--- config.mk ---
export PLATFORM = sky130hd
export DESIGN_NAME = converter_voltage_pi_loop_unit
export DESIGN_NICKNAME = d
export VERILOG_FILES = /design/src/rtl/core/cvpl_pkg.sv /design/src/rtl/core/cvpl_loop_core.sv /design/src/rtl/core/converter_voltage_pi_loop_unit.sv
export SDC_FILE = /design/constraint.sdc
export NUM_CORES = 1
export LEC_CHECK = 0
export BUFFER_PORTS_ARGS = -buffer_cell sky130_fd_sc_hd__buf_2
export CAP_MARGIN = 10
export CORE_MARGIN = 2
export CORE_UTILIZATION = 64
export CTS_CLUSTER_DIAMETER = 120
export CTS_CLUSTER_SIZE = 16
export DETAILED_ROUTE_END_ITERATION = 8
export PLACE_DENSITY = 0.93
export SKIP_LAST_GASP = 1
export SLEW_MARGIN = 20
export SYNTH_ARGS = -nofsm -noshare
export SYNTH_HDL_FRONTEND = slang
export SYNTH_SLANG_ARGS = --single-unit
--- constraint.sdc ---
create_clock -name aclk -period 16.3 [get_ports aclk]
set_clock_uncertainty 0.1 [all_clocks]
set_input_delay 0 -clock aclk [delete_from_list [all_inputs] [get_ports aclk]]
set_output_delay 0 -clock aclk [all_outputs]
set_load 0.02 [all_outputs]
--- src/rtl/core/cvpl_pkg.sv ---
// Shared constants, codes and types of the converter voltage PI loop.
package cvpl_pkg;

    // Field and port widths.
    localparam int SAMPLE_W   = 12;
    localparam int MV_W       = 15;
    localparam int DUTY_W     = 16;
    localparam int LIMIT_W    = 15;
    localparam int S_TDATA_W  = 16;
    localparam int CFG_IDX_W  = 1;
    localparam int CFG_DATA_W = 16;

    // Millivolt scaling: 18000/4095 reduces to 400/91. The quotient
    // floor(sample*400/91) is exact as floor(sample*MV_RECIP >> MV_SHIFT)
    // because the rounding excess of MV_RECIP times the largest sample
    // stays below 2**MV_SHIFT.
    localparam int MV_NUM      = 18000 / 45;
    localparam int MV_DEN      = 4095 / 45;
    localparam int MV_SHIFT    = 19;
    localparam int MV_RECIP    = (MV_NUM * (2 ** MV_SHIFT) + MV_DEN - 1) / MV_DEN;
    localparam int MV_RECIP_W  = $clog2(MV_RECIP + 1);
    localparam int PROD_W      = SAMPLE_W + MV_RECIP_W;

    // Regulation target and the window for the ready flag, in millivolts.
    localparam int MV_TARGET   = 12000;
    localparam int MV_READY_LO = 10000;
    localparam int MV_READY_HI = 14000;

    // Configuration register indexes.
    typedef enum logic [CFG_IDX_W-1:0] {
        CFG_PWM_PERIOD_MAX  = 1'b0,
        CFG_LOOP_DUTY_LIMIT = 1'b1
    } cfg_index_t;

    // Duty accumulator, 16-bit two's complement.
    typedef logic signed [DUTY_W-1:0] acc_t;

    // What one loop step hands to the output side.
    typedef struct packed {
        acc_t acc;
        logic voltage_ready;
    } loop_result_t;

endpackage

--- src/rtl/core/cvpl_loop_core.sv ---
// Loop state and update: error term, accumulator step and clamp.
module cvpl_loop_core (
    input  logic                          aclk,
    input  logic                          aresetn,
    input  logic                          step,
    input  logic [cvpl_pkg::MV_W-1:0]     millivolts,
    input  logic [cvpl_pkg::LIMIT_W-1:0]  loop_duty_limit,
    output cvpl_pkg::loop_result_t        result
);
    import cvpl_pkg::*;

    localparam int ERR_W = MV_W + 3;
    localparam int Q_W   = DUTY_W - 4;

    logic [MV_W-1:0]           prev_mv_reg;
    acc_t                      acc_reg;
    logic signed [ERR_W-1:0]   mv_s;
    logic signed [ERR_W-1:0]   prev_s;
    logic signed [ERR_W-1:0]   err_full;
    logic signed [DUTY_W-1:0]  err16;
    logic signed [DUTY_W-1:0]  err_biased;
    logic signed [Q_W-1:0]     quot;
    acc_t                      acc_diff;
    acc_t                      upper;
    acc_t                      lower;
    acc_t                      acc_next;
    logic                      ready_flag;

    // Error plus twice the change, wrapped to 16 bits.
    always_comb begin
        mv_s     = $signed({3'b000, millivolts});
        prev_s   = $signed({3'b000, prev_mv_reg});
        err_full = mv_s - $signed(ERR_W'(MV_TARGET)) + ((mv_s - prev_s) <<< 1);
        err16    = err_full[DUTY_W-1:0];
    end

    // Divide by 16 toward zero: bias negative values before the shift.
    always_comb begin
        err_biased = err16 + (err16[DUTY_W-1] ? 16'sd15 : 16'sd0);
        quot       = err_biased[DUTY_W-1:4];
    end

    // Accumulator step wraps in 16 bits, then clamps to [-limit/4, limit].
    always_comb begin
        acc_diff = acc_reg - {{4{quot[Q_W-1]}}, quot};
        upper    = $signed({1'b0, loop_duty_limit});
        lower    = -$signed({3'b000, loop_duty_limit[LIMIT_W-1:2]});
        acc_next = acc_diff;
        if (acc_next > upper) begin
            acc_next = upper;
        end
        if (acc_next < lower) begin
            acc_next = lower;
        end
    end

    // Ready window check on the fresh sample.
    assign ready_flag = (millivolts >= MV_W'(MV_READY_LO)) &&
                        (millivolts <= MV_W'(MV_READY_HI));

    assign result = '{acc: acc_next, voltage_ready: ready_flag};

    // State advances once per word that leaves this stage.
    always_ff @(posedge aclk) begin
        if (!aresetn) begin
            prev_mv_reg <= '0;
            acc_reg     <= '0;
        end else if (step) begin
            prev_mv_reg <= millivolts;
            acc_reg     <= acc_next;
        end
    end

endmodule

--- src/rtl/core/converter_voltage_pi_loop_unit.sv ---
// Top level of the converter voltage PI loop: scaling, loop step and duty output.
//
//  Channel  | Direction | Handshake            | Contents
//  ---------+-----------+----------------------+------------------------------------
//  s_       | in        | s_tvalid / s_tready  | s_tdata: adc_sample
//  m_       | out       | m_tvalid / m_tready  | m_tdata: duty_compare, m_tuser: ready
//  cfg_     | in        | cfg_valid / cfg_ready| cfg_index, cfg_wdata
//
// One word per cycle is accepted; each sample passes through four registered
// stages in order: input register, millivolt multiply, loop update, duty register.
// The loop state updates in a single stage, so words never wait on each other.
// A stall on m_ only blocks s_ once all four stages hold a word.
// Synchronous active-low reset clears valids, loop state and config registers.
module converter_voltage_pi_loop_unit (
    input  logic                             aclk,
    input  logic                             aresetn,
    input  logic                             s_tvalid,
    output logic                             s_tready,
    input  logic [cvpl_pkg::S_TDATA_W-1:0]   s_tdata,   // [11:0] adc_sample
    output logic                             m_tvalid,
    input  logic                             m_tready,
    output logic [cvpl_pkg::DUTY_W-1:0]      m_tdata,   // [15:0] duty_compare
    output logic                             m_tuser,   // [0] voltage_ready
    input  logic                             cfg_valid,
    output logic                             cfg_ready,
    input  cvpl_pkg::cfg_index_t             cfg_index,
    input  logic [cvpl_pkg::CFG_DATA_W-1:0]  cfg_wdata
);
    import cvpl_pkg::*;

    logic [DUTY_W-1:0]   period_reg;
    logic [LIMIT_W-1:0]  limit_reg;
    logic                a_valid_reg;
    logic [SAMPLE_W-1:0] sample_reg;
    logic                b_valid_reg;
    logic [MV_W-1:0]     mv_reg;
    logic                c_valid_reg;
    loop_result_t        c_res_reg;
    logic                o_valid_reg;
    logic [DUTY_W-1:0]   duty_reg;
    logic                ready_reg;
    logic                en_o;
    logic                en_c;
    logic                en_b;
    logic                en_a;
    logic [PROD_W-1:0]   mv_prod;
    loop_result_t        loop_res;
    logic [DUTY_W-1:0]   duty_next;

    // Configuration writes are always taken.
    assign cfg_ready = 1'b1;

    always_ff @(posedge aclk) begin
        if (!aresetn) begin
            period_reg <= '0;
            limit_reg  <= '0;
        end else if (cfg_valid) begin
            unique case (cfg_index)
                CFG_PWM_PERIOD_MAX:  period_reg <= cfg_wdata;
                CFG_LOOP_DUTY_LIMIT: limit_reg  <= cfg_wdata[LIMIT_W-1:0];
                default: ;
            endcase
        end
    end

    // Stage enables: a stage loads when empty or when it drains this cycle.
    assign en_o     = !o_valid_reg || m_tready;
    assign en_c     = !c_valid_reg || en_o;
    assign en_b     = !b_valid_reg || en_c;
    assign en_a     = !a_valid_reg || en_b;
    assign s_tready = en_a;

    // Input register.
    always_ff @(posedge aclk) begin
        if (!aresetn) begin
            a_valid_reg <= 1'b0;
        end else if (en_a) begin
            a_valid_reg <= s_tvalid;
        end
    end

    always_ff @(posedge aclk) begin
        if (en_a && s_tvalid) begin
            sample_reg <= s_tdata[SAMPLE_W-1:0];
        end
    end

    // Millivolt scaling by a constant reciprocal.
    assign mv_prod = PROD_W'(sample_reg) * PROD_W'(MV_RECIP);

    always_ff @(posedge aclk) begin
        if (!aresetn) begin
            b_valid_reg <= 1'b0;
        end else if (en_b) begin
            b_valid_reg <= a_valid_reg;
        end
    end

    always_ff @(posedge aclk) begin
        if (en_b && a_valid_reg) begin
            mv_reg <= mv_prod[MV_SHIFT +: MV_W];
        end
    end

    // Loop update; state moves with the word leaving stage B.
    cvpl_loop_core u_loop (
        .aclk            (aclk),
        .aresetn         (aresetn),
        .step            (en_c && b_valid_reg),
        .millivolts      (mv_reg),
        .loop_duty_limit (limit_reg),
        .result          (loop_res)
    );

    always_ff @(posedge aclk) begin
        if (!aresetn) begin
            c_valid_reg <= 1'b0;
        end else if (en_c) begin
            c_valid_reg <= b_valid_reg;
        end
    end

    always_ff @(posedge aclk) begin
        if (en_c && b_valid_reg) begin
            c_res_reg <= loop_res;
        end
    end

    // Duty: zero when not positive, period plus one above the period.
    always_comb begin
        if (c_res_reg.acc <= 0) begin
            duty_next = '0;
        end else if ($unsigned(c_res_reg.acc) > period_reg) begin
            duty_next = period_reg + 16'd1;
        end else begin
            duty_next = $unsigned(c_res_reg.acc);
        end
    end

    // Output register.
    always_ff @(posedge aclk) begin
        if (!aresetn) begin
            o_valid_reg <= 1'b0;
        end else if (en_o) begin
            o_valid_reg <= c_valid_reg;
        end
    end

    always_ff @(posedge aclk) begin
        if (en_o && c_valid_reg) begin
            duty_reg  <= duty_next;
            ready_reg <= c_res_reg.voltage_ready;
        end
    end

    assign m_tvalid = o_valid_reg;
    assign m_tdata  = duty_reg;
    assign m_tuser  = ready_reg;

    // The clamped accumulator held for output respects the configured limits.
    a_acc_clamped: assert property (@(posedge aclk) disable iff (!aresetn)
        c_valid_reg |->
            (c_res_reg.acc <= $signed({1'b0, limit_reg})) &&
            (c_res_reg.acc >= -$signed({3'b000, limit_reg[LIMIT_W-1:2]})))
        else $error("duty accumulator outside its clamp range");

    // A delivered duty never exceeds the period plus one.
    a_duty_bound: assert property (@(posedge aclk) disable iff (!aresetn)
        m_tvalid |-> ({1'b0, m_tdata} <= ({1'b0, period_reg} + 17'd1)))
        else $error("duty above period plus one");

    // Input is refused only when every stage is occupied and the output stalls.
    a_backpressure: assert property (@(posedge aclk) disable iff (!aresetn)
        !s_tready |-> (a_valid_reg && b_valid_reg && c_valid_reg &&
                       o_valid_reg && !m_tready))
        else $error("input refused while the pipeline has room");

    // A loop step always leaves its word in stage C.
    a_c_fill: assert property (@(posedge aclk) disable iff (!aresetn)
        (b_valid_reg && en_c) |=> c_valid_reg)
        else $error("loop step lost its word");

endmodule
==> results of run 1 <==
[cells by family (layout without fill, tap and decap cells)]
family / after synthesis / count (layout) / share of synthesized area
buf+inv: 208 / 297 / 0.0645
flops: 127 / 127 / 0.257
other cells: 1 / 1 / 0.000306
compound gates: 267 / 267 / 0.140
xor+xnor: 75 / 75 / 0.0553
mux: 34 / 34 / 0.0293
simple gates: 403 / 403 / 0.152
fa+ha+maj: 261 / 261 / 0.302
[layout make-up]
| cell class | instances | area share |
|---|---|---|
| Tap cell | 234 | 0.0214 |
| Timing Repair Buffer | 91 | 0.0463 |
| Inverter | 174 | 0.0478 |
| Clock inverter | 12 | 0.00851 |
| Sequential cell | 127 | 0.231 |
| Clock buffer | 20 | 0.0358 |
| Multi-Input combinational cell | 1041 | 0.610 |
[worst paths after layout]
check / startpoint / end / slack [ns] / cells past startpoint
hold reg to reg: u_loop.prev_mv_reg[8]$_SDFFE_PN0P_ / u_loop.prev_mv_reg[8]$_SDFFE_PN0P_ / 0.36 / 2
setup reg to reg: mv_reg[1]$_DFFE_PP_ / c_res_reg[11]$_DFFE_PP_ / 2.56 / 54
hold / removal: cfg_index / period_reg[1]$_SDFFE_PN0P_ / 0.02 / 4
setup / recovery: mv_reg[1]$_DFFE_PP_ / c_res_reg[11]$_DFFE_PP_ / 2.56 / 54
[cell usage after synthesis, drive strengths merged, types with 19 or more instances]
master / instances / area, sq um
nor2: 95 / 364
nand2: 153 / 574
inv: 172 / 646
nand4: 20 / 125
clkbuf: 28 / 106
a21oi: 109 / 549
o211ai: 20 / 155
a21o: 24 / 180
o21ai: 38 / 190
nor2b: 22 / 138
nand3: 39 / 195
ha: 203 / 2540
fa: 58 / 1160
edfxtp: 61 / 1830
xnor2: 61 / 534
dfxtp: 66 / 1320
mux2i: 19 / 190
[worst max-delay path, delay by kind of cell (launching register included)]
kind / cells / cell delay, ns
AO/OA/AOI/OAI: 30 / 6.95
multiplexers: 1 / 0.45
buffers and inverters: 3 / 0.65
flip-flops: 1 / 0.46
XOR/XNOR: 4 / 0.81
AND/OR/NAND/NOR: 10 / 2.35
adder cells (fa/ha/maj): 6 / 1.82
[per-layer routing]
| metal | global-route usage | routed length [microns] |
|---|---|---|
| met1 | 0.389 | 12700 |
| met2 | 0.613 | 17100 |
| met3 | 0.0764 | 2520 |
| met4 | 0.171 | 1660 |
| met5 | 0 | 0 |
[through the flow]
stage	util	instances	area (sq um)	worst slack, ns
finish	0.729	1699	13700	2.56
detailed placement	0.679	1635	12700	3.15
global route	0.729	1699	13700	1.58
global placement	0.679	1635	12700	3.45
CTS	0.729	1699	13700	2.88
floorplan	-	1376	12300	4.98
[what timing repair did]
item | in CTS | in global routing
hold buffers | 32 | 0
endpoints found under the setup margin | 0 | 0
hold endpoints to repair | 63 | 0
==> tab_implementation.tex, run 1 <==
\begin{tabular}{lr}
\hline
Metric & Value \\
\hline
\multicolumn{2}{l}{\textbf{GRT}} \\
Maximum number of pins on one net before global-route repair & 51 \\
Overflow left after global routing & 0 \\
Via count of the first global-routing pass & 11,200 \\
Total GRT Usage & 0.344 \\
Number of antenna violations at the first check in global routing & 0 \\
Global-route wire length before repair & 54,800 microns \\
\multicolumn{2}{l}{\textbf{Yosys}} \\
Mapped Avg Cell Area & 8.92 sq um \\
Yosys warns & 0 \\
Number of register bits inferred by synthesis & 127 \\
Number of enable flip-flop cells after synthesis & 61 \\
Area of the mapped netlist & 12,300 sq um \\
Syn Inst Count & 1,376 \\
Unique cell type count in the Yosys netlist & 74 \\
Async set-reset flop share out of synthesis & 0 \\
Top\_reg\_cell synth & dfxtp\_1 \\
Sequential fraction of the synthesis area & 0.257 \\
Syn nets & 1,675 \\
\multicolumn{2}{l}{\textbf{Floorplan}} \\
Die extent in y & 142 microns \\
Count of boundary I/O pins & 58 \\
Width of the die & 142 microns \\
DIE AREA & 20,300 sq um \\
Initial core utilization & 0.654 \\
Std-Cell Rows & 50 \\
Core box area & 18,800 sq um \\
\multicolumn{2}{l}{\textbf{Layout}} \\
Top library cells by usage in the layout, fill and taps aside & ha\_1, inv\_1, nand2\_1, a21oi\_1, nor2\_1 \\
Commonest non-fill, non-tap cell in the layout & ha\_1 \\
Synthesis-to-layout area growth & 11.5\% \\
Final-stage net count & 1,751 \\
Combined area of the multi-input logic cells & 8340 sq um \\
Count of filler cells inserted in the layout & 1,212 \\
Area taken by flip-flops and latches & 3150 sq um \\
Number of flip-flops under the largest register name & 17 \\
Fraction of layout instances using a drive strength above 1 & 0.0853 \\
Ant. Diodes & 0 \\
\multicolumn{2}{l}{\textbf{Placement}} \\
Total half-perimeter wirelength after legalization and detailed placement & 23,700 microns \\
Buffers on Ports & 52 \\
RD Place Congestion & 1.00 \\
\multicolumn{2}{l}{\textbf{CTS}} \\
CTS Buf Count & 17 \\
Later-pin clock latency in the skew report & 0.44 ns \\
TritonCTS clock tree & done \\
Clk pin slew, worst setup/hold paths & 0.06 ns \\
\# H-tree levels & 4 \\
Cell at the root of the clock tree & clkbuf\_16 \\
Largest buffer count on any clock path & 2 \\
Setup repair bufs after CTS & 0 \\
Number of resized instances in the post-cts repair step & 0 \\
Number of clock sinks & 127 \\
\multicolumn{2}{l}{\textbf{STA}} \\
Setup violators final & 0 \\
Transition time at the pin with the least slew margin & 1.12 ns \\
Final period util & 0.843 \\
Period minus WS final & 13.74 ns \\
Max Fclk & 0.0728 GHz \\
Worst-case hold slack & 0.0206 ns \\
RSZ-0062 raised after global routing & no \\
Count of endpoints failing hold in the final timing report & 0 \\
Max-slew violation count & 0 \\
Setup TNS & 0 ns \\
Worst slew margin relative to its limit & 0.253 \\
\multicolumn{2}{l}{\textbf{Detailed routing}} \\
Wire length reported by the detailed router & 33,900 microns \\
Number of DRC violations after detailed routing & 0 \\
DRC violation total after the first TritonRoute iteration & 1,102 \\
Count of TritonRoute iterations in the first routing pass & 6 \\
Antenna Nets Post-Route & 0 \\
Vias & 10,900 \\
DR vias/cell & 6.40 \\
Avg WL per Cell & 20.0 microns \\
\multicolumn{2}{l}{\textbf{Critical path}} \\
Max stage delay cell, worst path & o211ai\_4 \\
Worst Setup Start Kind & flip-flop \\
Crit Path Category & flip-flop to flip-flop \\
Crit path arrival time & 13.92 ns \\
CP Max Fanout & 28 \\
Critical path data required time & 16.47 ns \\
Stage delay of the slowest cell on the critical path & 0.55 ns \\
Critical path endpoint category & flip-flop \\
CP dominant cell by count & a21o\_1 \\
\multicolumn{2}{l}{\textbf{Run}} \\
Maximum capacitance violations & 0 \\
\multicolumn{2}{l}{\textbf{Min path}} \\
Type of the worst min-delay path & primary input to flip-flop \\
\multicolumn{2}{l}{\textbf{Status}} \\
Outcome & complete, no violations \\
\hline
\end{tabular}
Power of run 1 is not shown: default switching activity piles up to over one toggle a cycle in this logic, so the estimate is an artifact.
==> run 2: changes to the inputs <==
==> constraint.sdc (replaced) <==
create_clock -name aclk -period 13.7 [get_ports aclk]
set_clock_uncertainty 0.1 [all_clocks]
set_input_delay 0 -clock aclk [delete_from_list [all_inputs] [get_ports aclk]]
set_output_delay 0 -clock aclk [all_outputs]
set_load 0.02 [all_outputs]
==> run 2 against run 1 <==
Against the previous run:
- critical path depth did not move
- global-route usage rose by 0.91 points
- final area rose by 0.16%
==> tab_implementation.tex, run 2 (synthesized netlist as in run 1, its figures left out) <==
\begin{tabular}{lr}
\hline
Metric & Value \\
\hline
\multicolumn{2}{l}{\textbf{STA}} \\
Max Fclk & 0.0783 GHz (was 0.0728 GHz) \\
Worst slew margin relative to its limit & 0.361 (was 0.253) \\
Smallest setup slack after layout & 0.923 ns (was 2.56 ns) \\
Final period util & 0.933 (was 0.843) \\
Transition time at the pin with the least slew margin & 0.959 ns (was 1.12 ns) \\
Count of endpoints failing hold in the final timing report & 0 (unchanged) \\
Max-slew violation count & 0 (unchanged) \\
Setup TNS & 0 ns (unchanged) \\
Setup violators final & 0 (unchanged) \\
Period minus WS final & 12.78 ns (was 13.74 ns) \\
\multicolumn{2}{l}{\textbf{Detailed routing}} \\
Avg WL per Cell & 20.8 microns (was 20.0 microns) \\
WL met3 & 2920 microns (was 2520 microns) \\
DR vias/cell & 6.48 (was 6.40) \\
DRC violation total after the first TritonRoute iteration & 1,058 (was 1,102) \\
Met1 WL & 12,500 microns (was 12,700 microns) \\
Count of TritonRoute iterations in the first routing pass & 7 (was 6) \\
Antenna Nets Post-Route & 0 (unchanged) \\
Highest metal layer with signal wires & met4 (unchanged) \\
Met2 wire length & 17,500 microns (was 17,100 microns) \\
Number of DRC violations after detailed routing & 0 (unchanged) \\
Wire length reported by the detailed router & 35,500 microns (was 33,900 microns) \\
Vias & 11,100 (was 10,900) \\
\multicolumn{2}{l}{\textbf{Layout}} \\
Core occupancy in the finished layout & 0.730 (was 0.729) \\
Count of filler cells inserted in the layout & 1,214 (was 1,212) \\
Ant. Diodes & 0 (unchanged) \\
Final-stage net count & 1,758 (was 1,751) \\
Number of flip-flops under the largest register name & 17 (unchanged) \\
Synthesis-to-layout area growth & 11.6\% (was 11.5\%) \\
Top library cells by usage in the layout, fill and taps aside & ha\_1, inv\_1, nand2\_1, a21oi\_1, nor2\_1 (unchanged) \\
Commonest non-fill, non-tap cell in the layout & ha\_1 (unchanged) \\
Fraction of layout instances using a drive strength above 1 & 0.0904 (was 0.0853) \\
Final standard cell area without fillers & 13,700 sq um (about the same) \\
\multicolumn{2}{l}{\textbf{Critical path}} \\
Crit path arrival time & 12.94 ns (was 13.92 ns) \\
Terminus of the critical flop-to-flop path & c\_res\_reg[11]\$\_DFFE\_PP\_ (unchanged) \\
Launching point of the worst reg2reg path & mv\_reg[1]\$\_DFFE\_PP\_ (unchanged) \\
Register-to-register path setup slack & 0.92 ns (was 2.56 ns) \\
Crit Path Category & flip-flop to flip-flop (unchanged) \\
End of the critical path & c\_res\_reg[11]\$\_DFFE\_PP\_ (unchanged) \\
Count of cells along the worst register-to-register path & 54 (unchanged) \\
Critical path endpoint category & flip-flop (unchanged) \\
CP dominant cell by count & a21o\_1 (unchanged) \\
Stage delay of the slowest cell on the critical path & 0.52 ns (was 0.55 ns) \\
Origin of the worst setup path & mv\_reg[1]\$\_DFFE\_PP\_ (unchanged) \\
Max stage delay cell, worst path & or4\_1 (was o211ai\_4) \\
CP Max Fanout & 26 (was 28) \\
Critical path data required time & 13.87 ns (was 16.47 ns) \\
Worst Setup Start Kind & flip-flop (unchanged) \\
\multicolumn{2}{l}{\textbf{CTS}} \\
\# H-tree levels & 4 (unchanged) \\
TritonCTS clock tree & done (unchanged) \\
Cell at the root of the clock tree & clkbuf\_16 (unchanged) \\
Number of clock sinks & 127 (unchanged) \\
CTS Buf Count & 17 (unchanged) \\
Largest buffer count on any clock path & 2 (unchanged) \\
Clk pin slew, worst setup/hold paths & 0.06 ns (about the same) \\
Later-pin clock latency in the skew report & 0.44 ns (about the same) \\
\multicolumn{2}{l}{\textbf{Placement}} \\
Buffers on Ports & 52 (unchanged) \\
RD Place Congestion & 0.986 (was 1.00) \\
Total half-perimeter wirelength after legalization and detailed placement & 24,200 microns (was 23,700 microns) \\
Pre-CTS setup slack & 0.877 ns (was 3.15 ns) \\
Instance area at placement & 12,800 sq um (was 12,700 sq um) \\
\multicolumn{2}{l}{\textbf{Floorplan}} \\
Std-Cell Rows & 50 (unchanged) \\
Count of boundary I/O pins & 58 (unchanged) \\
Initial core utilization & 0.654 (unchanged) \\
DIE AREA & 20,300 sq um (unchanged) \\
Width of the die & 142 microns (unchanged) \\
Die extent in y & 142 microns (unchanged) \\
Core box area & 18,800 sq um (unchanged) \\
\multicolumn{2}{l}{\textbf{GRT}} \\
Global-route wire length before repair & 55,900 microns (was 54,800 microns) \\
Total GRT Usage & 0.353 (was 0.344) \\
Maximum number of pins on one net before global-route repair & 51 (unchanged) \\
Overflow left after global routing & 0 (unchanged) \\
Number of antenna violations at the first check in global routing & 0 (unchanged) \\
Via count of the first global-routing pass & 11,500 (was 11,200) \\
\multicolumn{2}{l}{\textbf{Status}} \\
Outcome & complete, no violations (unchanged) \\
\multicolumn{2}{l}{\textbf{Run}} \\
Maximum capacitance violations & 0 (unchanged) \\
\multicolumn{2}{l}{\textbf{Min path}} \\
Type of the worst min-delay path & primary input to flip-flop (unchanged) \\
\hline
\end{tabular}
==> run 2: cell count changes in the layout (fill, tap and decap cells not counted), sizes merged <==
cell | previous run | this run
dlygate4sd3 | 32 | 33
buf | 59 | 64
clkinvlp | 0 | 1
bufinv | 1 | 0
clkinv | 7 | 5
o211ai | 20 | 21
clkbuf | 20 | 22
==> run 2: worst max-delay path: cells and delay by family (launching register included) <==
family,cells,cell delay [ns]
buffers and inverters,3,0.54
XOR/XNOR,4,0.82
AO/OA/AOI/OAI,30,6.26
flip-flops,1,0.46
adder cells (fa/ha/maj),6,1.79
multiplexers,1,0.40
AND/OR/NAND/NOR,10,2.22
==> run 2: how the worst min path moves through the flow <==
stage                     startpoint                    endpoint  cells after the start
after floorplan           s_tdata[0]     sample_reg[0]$_DFFE_PP_                      0
after global placement    s_tdata[8]     sample_reg[8]$_DFFE_PP_                      1
after detailed placement  s_tdata[5]     sample_reg[5]$_DFFE_PP_                      1
after CTS                  cfg_index  period_reg[1]$_SDFFE_PN0P_                      4
after global routing       cfg_valid  period_reg[9]$_SDFFE_PN0P_                      4
final                      cfg_valid  period_reg[9]$_SDFFE_PN0P_                      4
==> run 2: metal layers <==
metal	GRT usage	up-vias
met3	0.0767	245
met4	0.243	0
met1	0.379	5160
li1	-	4959
met5	0	-
met2	0.621	698
==> run 2: area by class of cell <==
type,instances,area [sq um],share of cell area
timing repair buffer,97,681,0.0497
inverter,174,653,0.0477
clock buffer,22,485,0.0354
multi-input combinational,1042,8360,0.610
clock inverter,10,72.6,0.00530
sequential,127,3150,0.230
tap,234,293,0.0214
==> run 2: stage by stage <==
step	instances	hold WS [ns]
finish	1706	0.0615
global route	1706	0.0821
CTS	1700	0.0229
detailed placement	1636	0.0787
global placement	1636	0.0762
floorplan	1376	-0.00113
==> run 2: repair_timing <==
action / 4_1_cts / 5_1_grt
hold buffers: 32 / 1
endpoints found under the hold margin: 63 / 14
gates resized for setup: 0 / 3
setup endpoints to repair: 0 / 30
setup buffers: 0 / 4
Power of run 2 is left out for the same reason.
==> run 3: changes to the inputs <==
--- a/config.mk
+++ b/config.mk
@@ -8,11 +8,11 @@
 export BUFFER_PORTS_ARGS = -buffer_cell sky130_fd_sc_hd__buf_2
 export CAP_MARGIN = 10
 export CORE_MARGIN = 2
-export CORE_UTILIZATION = 64
+export CORE_UTILIZATION = 55
 export CTS_CLUSTER_DIAMETER = 120
 export CTS_CLUSTER_SIZE = 16
 export DETAILED_ROUTE_END_ITERATION = 8
-export PLACE_DENSITY = 0.93
+export PLACE_DENSITY = 0.83
 export SKIP_LAST_GASP = 1
 export SLEW_MARGIN = 20
 export SYNTH_ARGS = -nofsm -noshare
==> run 3 against run 2 <==
Against the previous run:
- sequential share of layout area shrank 0.063 points
- sequential cell count is the same
- final area grew 0.27%
- die area grew 16%
- utilization shrank 10 points
- setup slack gained 0.13 ns
- final cell count grew 2.6%
- hold slack lost 0.011 ns
==> tab_implementation.tex, run 3 (synthesized netlist as in run 1, its figures left out) <==
\begin{tabular}{lr}
\hline
Metric & Value \\
\hline
\multicolumn{2}{l}{\textbf{STA}} \\
Max Fclk & 0.0790 GHz (was 0.0783 GHz) \\
Count of endpoints failing hold in the final timing report & 0 (unchanged) \\
Final period util & 0.923 (was 0.933) \\
Setup TNS & 0 ns (unchanged) \\
Period minus WS final & 12.65 ns (was 12.78 ns) \\
Transition time at the pin with the least slew margin & 0.997 ns (was 0.959 ns) \\
RSZ-0062 raised after global routing & no \\
Setup violators final & 0 (unchanged) \\
Worst slew margin relative to its limit & 0.335 (was 0.361) \\
Smallest setup slack after layout & 1.05 ns (was 0.923 ns) \\
Max-slew violation count & 0 (unchanged) \\
\multicolumn{2}{l}{\textbf{Floorplan}} \\
Count of boundary I/O pins & 58 (unchanged) \\
Initial core utilization & 0.561 (was 0.654) \\
Std-Cell Rows & 54 (was 50) \\
Width of the die & 153 microns (was 142 microns) \\
DIE AREA & 23,500 sq um (was 20,300 sq um) \\
Core box area & 21,900 sq um (was 18,800 sq um) \\
Die extent in y & 153 microns (was 142 microns) \\
\multicolumn{2}{l}{\textbf{CTS}} \\
TritonCTS clock tree & done (unchanged) \\
Number of clock sinks & 127 (unchanged) \\
Largest buffer count on any clock path & 2 (unchanged) \\
\# H-tree levels & 4 (unchanged) \\
Cell at the root of the clock tree & clkbuf\_16 (unchanged) \\
Later-pin clock latency in the skew report & 0.42 ns (was 0.44 ns) \\
Clk pin slew, worst setup/hold paths & 0.06 ns (about the same) \\
CTS Buf Count & 17 (unchanged) \\
\multicolumn{2}{l}{\textbf{Critical path}} \\
CP Max Fanout & 8 (was 26) \\
Critical path data required time & 13.91 ns (was 13.87 ns) \\
Count of cells along the worst register-to-register path & 55 (was 54) \\
Critical path endpoint category & flip-flop (unchanged) \\
Max stage delay cell, worst path & or4\_1 (unchanged) \\
Terminus of the critical flop-to-flop path & u\_loop.acc\_reg[2]\$\_SDFFE\_PN0P\_ (was c\_res\_reg[11]\$\_DFFE\_PP\_) \\
Register-to-register path setup slack & 1.05 ns (was 0.92 ns) \\
CP dominant cell by count & a21o\_1 (unchanged) \\
Worst Setup Start Kind & flip-flop (unchanged) \\
Origin of the worst setup path & mv\_reg[1]\$\_DFFE\_PP\_ (unchanged) \\
Crit path arrival time & 12.86 ns (was 12.94 ns) \\
Crit Path Category & flip-flop to flip-flop (unchanged) \\
Stage delay of the slowest cell on the critical path & 0.52 ns (about the same) \\
Launching point of the worst reg2reg path & mv\_reg[1]\$\_DFFE\_PP\_ (unchanged) \\
\multicolumn{2}{l}{\textbf{Layout}} \\
Top library cells by usage in the layout, fill and taps aside & ha\_1, inv\_1, nand2\_1, a21oi\_1, nor2\_1 (unchanged) \\
Fraction of layout instances using a drive strength above 1 & 0.0877 (was 0.0904) \\
Count of filler cells inserted in the layout & 1,782 (was 1,214) \\
Ant. Diodes & 0 (unchanged) \\
Synthesis-to-layout area growth & 11.9\% (was 11.6\%) \\
Final standard cell area without fillers & 13,700 sq um (about the same) \\
Final-stage net count & 1,757 (was 1,758) \\
Commonest non-fill, non-tap cell in the layout & ha\_1 (unchanged) \\
Number of flip-flops under the largest register name & 17 (unchanged) \\
\multicolumn{2}{l}{\textbf{GRT}} \\
Maximum number of pins on one net before global-route repair & 51 (unchanged) \\
Global-route wire length before repair & 49,000 microns (was 55,900 microns) \\
Total GRT Usage & 0.255 (was 0.353) \\
Overflow left after global routing & 0 (unchanged) \\
Via count of the first global-routing pass & 10,500 (was 11,500) \\
Number of antenna violations at the first check in global routing & 0 (unchanged) \\
\multicolumn{2}{l}{\textbf{Min path}} \\
Number of stages on the worst hold path & 4 (unchanged) \\
Type of the worst min-delay path & primary input to flip-flop (unchanged) \\
Min-Delay Startpoint & cfg\_valid (unchanged) \\
Hold Crit Endpoint & period\_reg[2]\$\_SDFFE\_PN0P\_ (was period\_reg[9]\$\_SDFFE\_PN0P\_) \\
\multicolumn{2}{l}{\textbf{Run}} \\
Maximum capacitance violations & 0 (unchanged) \\
\multicolumn{2}{l}{\textbf{Placement}} \\
Instance area at placement & 12,800 sq um (about the same) \\
RD Place Congestion & 0.971 (was 0.986) \\
Total half-perimeter wirelength after legalization and detailed placement & 22,700 microns (was 24,200 microns) \\
Buffers on Ports & 52 (unchanged) \\
Pre-CTS setup slack & 1.03 ns (was 0.877 ns) \\
\multicolumn{2}{l}{\textbf{Detailed routing}} \\
Count of TritonRoute iterations in the first routing pass & 6 (was 7) \\
Vias & 10,200 (was 11,100) \\
Avg WL per Cell & 16.8 microns (was 20.8 microns) \\
DR vias/cell & 5.83 (was 6.48) \\
Antenna Nets Post-Route & 0 (unchanged) \\
Number of DRC violations after detailed routing & 0 (unchanged) \\
Wire length reported by the detailed router & 29,500 microns (was 35,500 microns) \\
DRC violation total after the first TritonRoute iteration & 824 (was 1,058) \\
\multicolumn{2}{l}{\textbf{Status}} \\
Outcome & complete, no violations (unchanged) \\
\hline
\end{tabular}
run 3: cell count changes in the layout (fill, tap and decap cells not counted), moves of 2 or more:
| cell | previous run | this run |
|---|---|---|
| inv_6 | 5 | 2 |
| buf_4 | 12 | 10 |
| clkbuf_8 | 2 | 0 |
| clkinv_4 | 0 | 3 |
run 3: critical path: cells and delay by family (launching register included):
kind            cells  cell delay (ns)
mux                 2             0.71
buf+inv             4             0.59
xor+xnor            4             0.81
flops               1             0.46
fa+ha+maj           6             1.66
compound gates     30             6.19
simple gates        9             2.02
run 3: per-stage QoR:
step / hold slack (ns) / utilization / std cells
floorplan: -0.00113 / - / 1376
global placement: 0.0766 / 0.585 / 1682
detailed placement: 0.0781 / 0.585 / 1682
CTS: 0.0317 / 0.625 / 1746
global route: 0.0636 / 0.627 / 1751
finish: 0.0503 / 0.627 / 1751
run 3: how the worst max path moves through the flow:
stage                                endpoint  slack, ns
2_1_floorplan         c_res_reg[14]$_DFFE_PP_       2.38
3_3_place_gp           c_res_reg[9]$_DFFE_PP_       1.25
3_5_place_dp           c_res_reg[9]$_DFFE_PP_       1.03
4_1_cts               c_res_reg[15]$_DFFE_PP_       0.88
5_1_grt        u_loop.acc_reg[7]$_SDFFE_PN0P_       0.16
6_report       u_loop.acc_reg[2]$_SDFFE_PN0P_       1.05
run 3: repair_timing:
item,4_1_cts,5_1_grt
endpoints found under the hold margin,60,15
setup endpoints to repair,0,23
hold buffers,32,1
resized for setup,0,2
buffers inserted,0,4
run 3: cell type report:
type	count	area [sq um]	share of cell area
Clock buffer	20	458	0.0333
Timing Repair Buffer	97	697	0.0507
Sequential cell	127	3150	0.230
Inverter	174	653	0.0475
Clock inverter	12	83.8	0.00610
Tap cell	280	350	0.0255
Multi-Input combinational cell	1041	8340	0.607
run 3: routing by layer:
metal / vias to the layer above / global-route usage / part of all wire
met4: 0 / 0.0834 / 0.026
li1: 4949 / - / -
met3: 65 / 0.0448 / 0.045
met5: - / 0 / 0
met2: 306 / 0.464 / 0.51
met1: 4884 / 0.306 / 0.42
Power of run 3 is left out for the same reason.
